===== config.mk =====
export PLATFORM = sky130hd
export DESIGN_NAME = psb_div
export DESIGN_NICKNAME = d
export VERILOG_FILES = /design/src/rtl/psb_pkg.sv /design/src/rtl/psb_div.sv
export SDC_FILE = /design/constraint.sdc
export NUM_CORES = 1
export LEC_CHECK = 0
export BUFFER_PORTS_ARGS = -buffer_cell sky130_fd_sc_hd__buf_2
export CORE_MARGIN = 8
export CORE_UTILIZATION = 45
export CTS_BUF_LIST = sky130_fd_sc_hd__clkbuf_8 sky130_fd_sc_hd__clkbuf_16
export DETAILED_ROUTE_END_ITERATION = 6
export GPL_ROUTABILITY_DRIVEN = 0
export PLACE_DENSITY = 0.68
export SKIP_CTS_REPAIR_TIMING = 1
export SYNTH_ARGS = -nofsm -noshare
export SYNTH_HDL_FRONTEND = slang
export SYNTH_SLANG_ARGS = --single-unit

===== constraint.sdc =====
create_clock -name clk -period 7.5 [get_ports clk]
set_input_delay 0 -clock clk [delete_from_list [all_inputs] [get_ports clk]]
set_output_delay 0 -clock clk [all_outputs]
set_load 0.02 [all_outputs]

===== src/rtl/psb_pkg.sv =====
// Shared types and constants for the pseudocost branch selector.
// No dependencies; used by psb_div, the top level and the testbench.
package psb_pkg;

	localparam int MaxVars = 1024;
	localparam int IdxW    = $clog2(MaxVars);
	localparam int SizeW   = 11;
	localparam int ScanW   = 11;
	localparam int DivW    = 64;
	localparam int DvsW    = 32;

	typedef enum logic [1:0] {
		CMD_UP   = 2'd0,
		CMD_DOWN = 2'd1,
		CMD_CAND = 2'd2,
		CMD_NONE = 2'd3
	} cmd_t;

	typedef enum logic [1:0] {
		ST_OK       = 2'd0,
		ST_SMALL    = 2'd1,
		ST_BAD_IDX  = 2'd2,
		ST_MISMATCH = 2'd3
	} status_t;

	localparam logic [1:0] CfgNumVars = 2'd0;
	localparam logic [1:0] CfgTol     = 2'd1;
	localparam logic [1:0] CfgDefault = 2'd2;

	// One memory word: up and down statistics of a variable
	typedef struct packed {
		logic signed [47:0] up_sum;
		logic        [15:0] up_cnt;
		logic signed [47:0] dn_sum;
		logic        [15:0] dn_cnt;
	} pc_entry_t;

endpackage


===== src/rtl/psb_div.sv =====
// Bit-serial restoring divider, one quotient bit per cycle.
// Depends on psb_pkg for widths.
module psb_div (
	input  logic                             clk,
	input  logic                             arst_n,
	input  logic                             start,
	input  logic                             neg,
	input  logic [psb_pkg::DivW-1:0]         dividend,
	input  logic [psb_pkg::DvsW-1:0]         divisor,
	output logic                             done,
	output logic signed [psb_pkg::DivW-1:0]  quotient
);

	localparam int CntW = $clog2(psb_pkg::DivW);

	logic                        busy_q;
	logic                        done_q;
	logic [CntW-1:0]             cnt_q;
	logic [psb_pkg::DvsW-1:0]    rem_q;
	logic [psb_pkg::DivW-1:0]    shr_q;
	logic [psb_pkg::DvsW-1:0]    dvs_q;
	logic                        neg_q;
	logic [psb_pkg::DvsW:0]      trial;
	logic [psb_pkg::DvsW:0]      diff;
	logic                        ge;

	// Trial subtract of the next dividend bit
	assign trial = {rem_q, shr_q[psb_pkg::DivW-1]};
	assign diff  = trial - {1'b0, dvs_q};
	assign ge    = trial >= {1'b0, dvs_q};

	// Control: count the steps and flag completion
	always_ff @(posedge clk or negedge arst_n) begin
		if (!arst_n) begin
			busy_q <= 1'b0;
			done_q <= 1'b0;
			cnt_q  <= '0;
		end else begin
			done_q <= 1'b0;
			if (start) begin
				busy_q <= 1'b1;
				cnt_q  <= '0;
			end else if (busy_q) begin
				cnt_q <= cnt_q + 1'b1;
				if (cnt_q == {CntW{1'b1}}) begin
					busy_q <= 1'b0;
					done_q <= 1'b1;
				end
			end
		end
	end

	// Datapath: shift in quotient bits
	always_ff @(posedge clk) begin
		if (start) begin
			shr_q <= dividend;
			rem_q <= '0;
			dvs_q <= divisor;
			neg_q <= neg;
		end else if (busy_q) begin
			shr_q <= {shr_q[psb_pkg::DivW-2:0], ge};
			rem_q <= ge ? diff[psb_pkg::DvsW-1:0] : trial[psb_pkg::DvsW-1:0];
		end
	end

	assign done     = done_q;
	assign quotient = neg_q ? -$signed(shr_q) : $signed(shr_q);

endmodule


## Word level (Yosys, flattened, before mapping)

Cells that the tools add are included.

| word-level totals | value |
|---|---|
| flip-flop bits (word level) | 137 |
| input bits | 100 |
| output and inout port bits | 65 |
| word-level logic and storage cells | 25 |

| operators by class | value |
|---|---|
| $add $sub $neg | 3 |
| magnitude comparators | 1 |
| equality and inequality tests | 1 |
| multiplexer cells | 12 |
| reductions and logical operators | 1 |

Operator list:

| kind | count |
|---|---|
| 64-bit two-way mux | 3 |
| 64-bit negator | 1 |
| 33-bit by 32-bit greater-or-equal comparator with 1-bit output | 1 |
| 32-bit two-way mux | 1 |
| 32-bit subtractor | 1 |
| 6-bit two-way mux | 2 |
| 6-bit by 1-bit adder with 6-bit output (second input constant) | 1 |
| 6-bit == test (second input constant) | 1 |
| 1-bit two-way mux | 6 |
| 2-bit nonzero test | 1 |

## Longest topological paths before layout

| depth | value |
|---|---|
| depth in word-level cells | 4 |
| mapped depth | 12 |
| mapped depth without buffers | 11 |

## Worst setup path before layout

Ideal clock, no wire load.

| timing path | value |
|---|---|
| kind | flip-flop to flip-flop |
| from | register shr_q[63] (netlist bit) |
| to | register rem_q[28] (netlist bit) |
| arrival time | 2.698 ns |
| setup slack | 4.672 ns |
| stages on the path, launching flop included | 12 |
| path buffers | 0 |
| cells stage by stage | edfxtp_1 -> inv_1 -> ha_1 -> fa_1 -> nand2b_1 -> a21oi_1 -> a2111oi_0 -> or4b_1 -> and3_1 -> o41ai_1 -> xnor2_1 -> o31ai_1 |

| between the ends | value |
|---|---|
| longest elaborated chain between the ends | 2 |
| elaborated cells between the ends (all ways) | 3 |
| those cells by class | add/sub: 1; order compare: 1; mux: 1 |

Ends and longest elaborated chain:

| element | RTL line | RTL |
|---|---|---|
| start: declaration | psb_div.sv:20 | `logic [psb_pkg::DivW-1:0] shr_q;` |
| start signal: assignment | psb_div.sv:56 | `shr_q <= dividend;` |
| start signal: assignment | psb_div.sv:61 | `shr_q <= {shr_q[psb_pkg::DivW-2:0], ge};` |
| 32-bit subtractor / 33-bit by 32-bit greater-or-equal comparator with 1-bit output (equally long branches) | psb_div.sv:29, psb_div.sv:30 |  |
| 32-bit two-way mux (*) | psb_div.sv:62 | `rem_q <= ge ? diff[psb_pkg::DvsW-1:0] : trial[psb_pkg::DvsW-1:0];` |
| end signal: assignment | psb_div.sv:62 |  |
| end: declaration | psb_div.sv:19 | `logic [psb_pkg::DvsW-1:0] rem_q;` |

Mark *: on every way between the ends. The rest lies on a longest branch, timed or not.
A chain may end at the register's enable or synchronous reset.

## Worst setup path after layout

| timing path | value |
|---|---|
| from | register dvs_q[12] (netlist bit) |
| to | register rem_q[0] (netlist bit) |

| between the ends | value |
|---|---|
| longest elaborated chain between the ends | 2 |

Ends and longest elaborated chain:

| element | RTL line | RTL |
|---|---|---|
| start: declaration | psb_div.sv:21 | `logic [psb_pkg::DvsW-1:0] dvs_q;` |
| start signal: assignment | psb_div.sv:58 | `dvs_q <= divisor;` |
| 33-bit by 32-bit greater-or-equal comparator with 1-bit output | psb_div.sv:30 | `assign ge = trial >= {1'b0, dvs_q};` |
| 32-bit two-way mux | psb_div.sv:62 |  |

Every way passes these cells.

==> results.sh <==
export IMPL_cpLargestDelayFamily="compound AO/OA/AOI/OAI gates"
export IMPL_period_minus_slack_ps=3587
export IMPL_numCtsBuffers=17
export IMPL_worstPathCellList="inv_1 > ha_1 > a21oi_1 > o21ai_1 > a22oi_1 > a311oi_2 > o211ai_2 > a21o_1 > mux2_2 > a211oi_1"
export IMPL_drt_iter0_drc=464
export IMPL_area_delta_synth_final_pct=30.82
export IMPL_max_freq_ghz=0.2788
export IMPL_synth_common_cells="edfxtp_1, nand2_1, xnor2_1"
export IMPL_holdPathEnd="dvs_q[22]"
export IMPL_cp_end_kind="flop"
export IMPL_cts_clk_slew_worst_paths_ps=60
export IMPL_grt_usage_pct=18.38
export IMPL_power_density_nw_per_um2=204.0
export IMPL_reg2reg_slack_ps=3910
export IMPL_ctsLongestPathBuffers=2
export IMPL_clk_latency_ps=420
export IMPL_drv_cap=0
export IMPL_synth_cell_types=69
export IMPL_slew_violations=0
export IMPL_postLayoutCellArea_um2=11350
export IMPL_start_util_pct=46.07
export IMPL_htree_levels=4
export IMPL_rsz0062_at_grt="false"
export IMPL_syn_instance_count=869
export IMPL_tightest_slew_ps=1137
export IMPL_wl_per_cell_um=16.87
export IMPL_root_buffer="clkbuf_16"
export IMPL_syn_avg_cell_area_um2=9.984
export IMPL_synth_area_top_cells="edfxtp_1, mux2_2, dfxtp_1, xnor2_1, ha_1"
export IMPL_cp_num_cells=10
export IMPL_synth_top_area_cell="edfxtp_1"
export IMPL_vias=7493
export IMPL_grt_pass1_vias=6936
export IMPL_cts_tree="done"
export IMPL_die_area_um2=23980
export IMPL_dieHeight_um=154.9
export IMPL_peakVddDrop_v=0.0001558
export IMPL_total_leakage_power_uw=0.004506
export IMPL_firstDrtPassIters=5
export IMPL_crit_type="flop to flop"
export IMPL_placementRows=50
export IMPL_synth_top_area_share_pct=33.57
export IMPL_routed_wl_mm=23.45
export IMPL_core_area_um2=18830
export IMPL_crit_path_max_incr_delay_ps=920
export IMPL_port_buffers=164
export IMPL_grt_overflow_total=0
export IMPL_io_pins=165
export IMPL_status="complete, no violations"
export IMPL_skew_ps=9.430
export IMPL_hold_depth=1
export IMPL_cp_required_ps=7840
export IMPL_die_x_um=154.9
export IMPL_yosys_register_bits=137
export IMPL_clock_sinks=137
export IMPL_synth_net_count=1004
export IMPL_path_buf_inv=1
export IMPL_critical_path_arrival_ps=3920
export IMPL_diodes=0
export IMPL_synth_area_um2=8676
export IMPL_crit_reg2reg_launch="dvs_q[12]"
export IMPL_remaining_drc_errors=0
export IMPL_dpl_cell_area_um2=9711
export IMPL_synth_flop_cell="edfxtp_1"
export IMPL_drive_gt1_share_pct=25.31
export IMPL_grt_max_degree=66
export IMPL_worstHoldStart="start"
export IMPL_crit_path_top_delay_cell="a21o_1"
export IMPL_grt_pass1_wl_mm=35.87
export IMPL_async_flop_share_pct=5.839
export IMPL_hold_viol=0
export IMPL_vias_per_cell=5.391
export IMPL_finalNetCount=1252
export IMPL_setup_viol=0
export IMPL_cp_start_kind="flop"
export IMPL_dp_hpwl_mm=16.43
export IMPL_cp_max_fo=33
export IMPL_ys_warn_count=0
export IMPL_reg2reg_depth=10
export IMPL_final_period_utilization_pct=47.82
export IMPL_fin_tns_setup_ps=0
export IMPL_yosysSeqAreaShare_pct=43.27
export IMPL_synth_edf_count=97
export IMPL_ant_nets=0
export IMPL_timing_rr_end="rem_q[0]"
export IMPL_min_path_type="primary input to flop"
export IMPL_relSlewSlack_pct=24.17
export IMPL_synthMostInstantiatedCell="edfxtp_1"
export IMPL_grt_antenna_before_repair=0
## registers in the layout, indices dropped and copies added (netlist names)
register  cells
shr_q        64
dvs_q        32
rem_q        32
cnt_q         6
busy_q        1
done          1
neg_q         1
## placed cells by master (no fill, tap or decap), types with 10 or more instances in the layout
master,count
a21oi_1,40
dfxtp_1,32
mux2_2,63
xor2_1,16
clkbuf_16,17
nor3_1,12
o31ai_1,19
xnor2_1,71
dlygate4sd3_1,99
or4_1,12
o21ai_0,41
edfxtp_1,97
nand3_1,15
or3_1,10
a311oi_1,27
nor2_1,67
buf_2,163
inv_1,47
nand4_1,11
nand2_1,86
ha_1,34
nand2b_1,11
## cell type report
type                       instances  area [um2]
fill                            1553        7481
multi-input combinational        643        4574
inverter                          48       180.2
clock buffer                      18       439.2
timing repair buffer             270        1867
sequential                       137        3755
tap                              260       325.3
clock inverter                    14       209.0
## power breakdown
group	leakage, uW	switching (uW)	total (uW)	internal (uW)
combinational	0.00283	255	462	206
clock	0.000314	353	928	575
sequential	0.00137	52.8	926	874
total	0.00451	661	2320	1650
## worst max path at each step
stage           endpoint      start  slack, ps
6_report        rem_q[0]  dvs_q[12]       3910
5_1_grt         rem_q[0]  dvs_q[12]       3560
4_1_cts         rem_q[0]  dvs_q[12]       3890
3_5_place_dp    rem_q[0]  dvs_q[12]       3890
3_3_place_gp    rem_q[0]  dvs_q[10]       4000
2_1_floorplan  rem_q[28]  shr_q[63]       4670
## cell families (layout without fill, tap and decap cells)
group	after synthesis	after routing	share of synthesized area, %
flip-flops	137	137	43.26
multiplexers	67	67	8.639
buffers and inverters	89	350	4.009
adder cells (fa/ha/maj)	35	35	5.134
AND/OR/NAND/NOR	265	265	15.24
AO/OA/AOI/OAI	189	189	14.93
XOR/XNOR	87	87	8.783
## metal layers
layer | GRT usage [%] | wire length (um) | part of all wire [%]
met3 | 4.792 | 1484 | 6.3
met1 | 23.59 | 10450 | 45
met5 | 0 | 0 | 0
met4 | 5.086 | 326 | 1.4
met2 | 30.12 | 11180 | 48
## through the flow
step | total power (uW) | hold slack (ps) | utilization [%] | std cells | worst slack, ps
after floorplan | 1209 | -295.6 | - | 869 | 4672
after global placement | 1356 | -148.8 | 51.57 | 1259 | 3998
after detailed placement | 1362 | -150.2 | 51.57 | 1259 | 3894
after CTS | 2295 | -609.9 | 55.01 | 1291 | 3893
after global routing | 2411 | 65.74 | 60.27 | 1390 | 3555
final | 2316 | 60.18 | 60.27 | 1390 | 3913
Note: power is estimated with default switching activity, not from simulation.
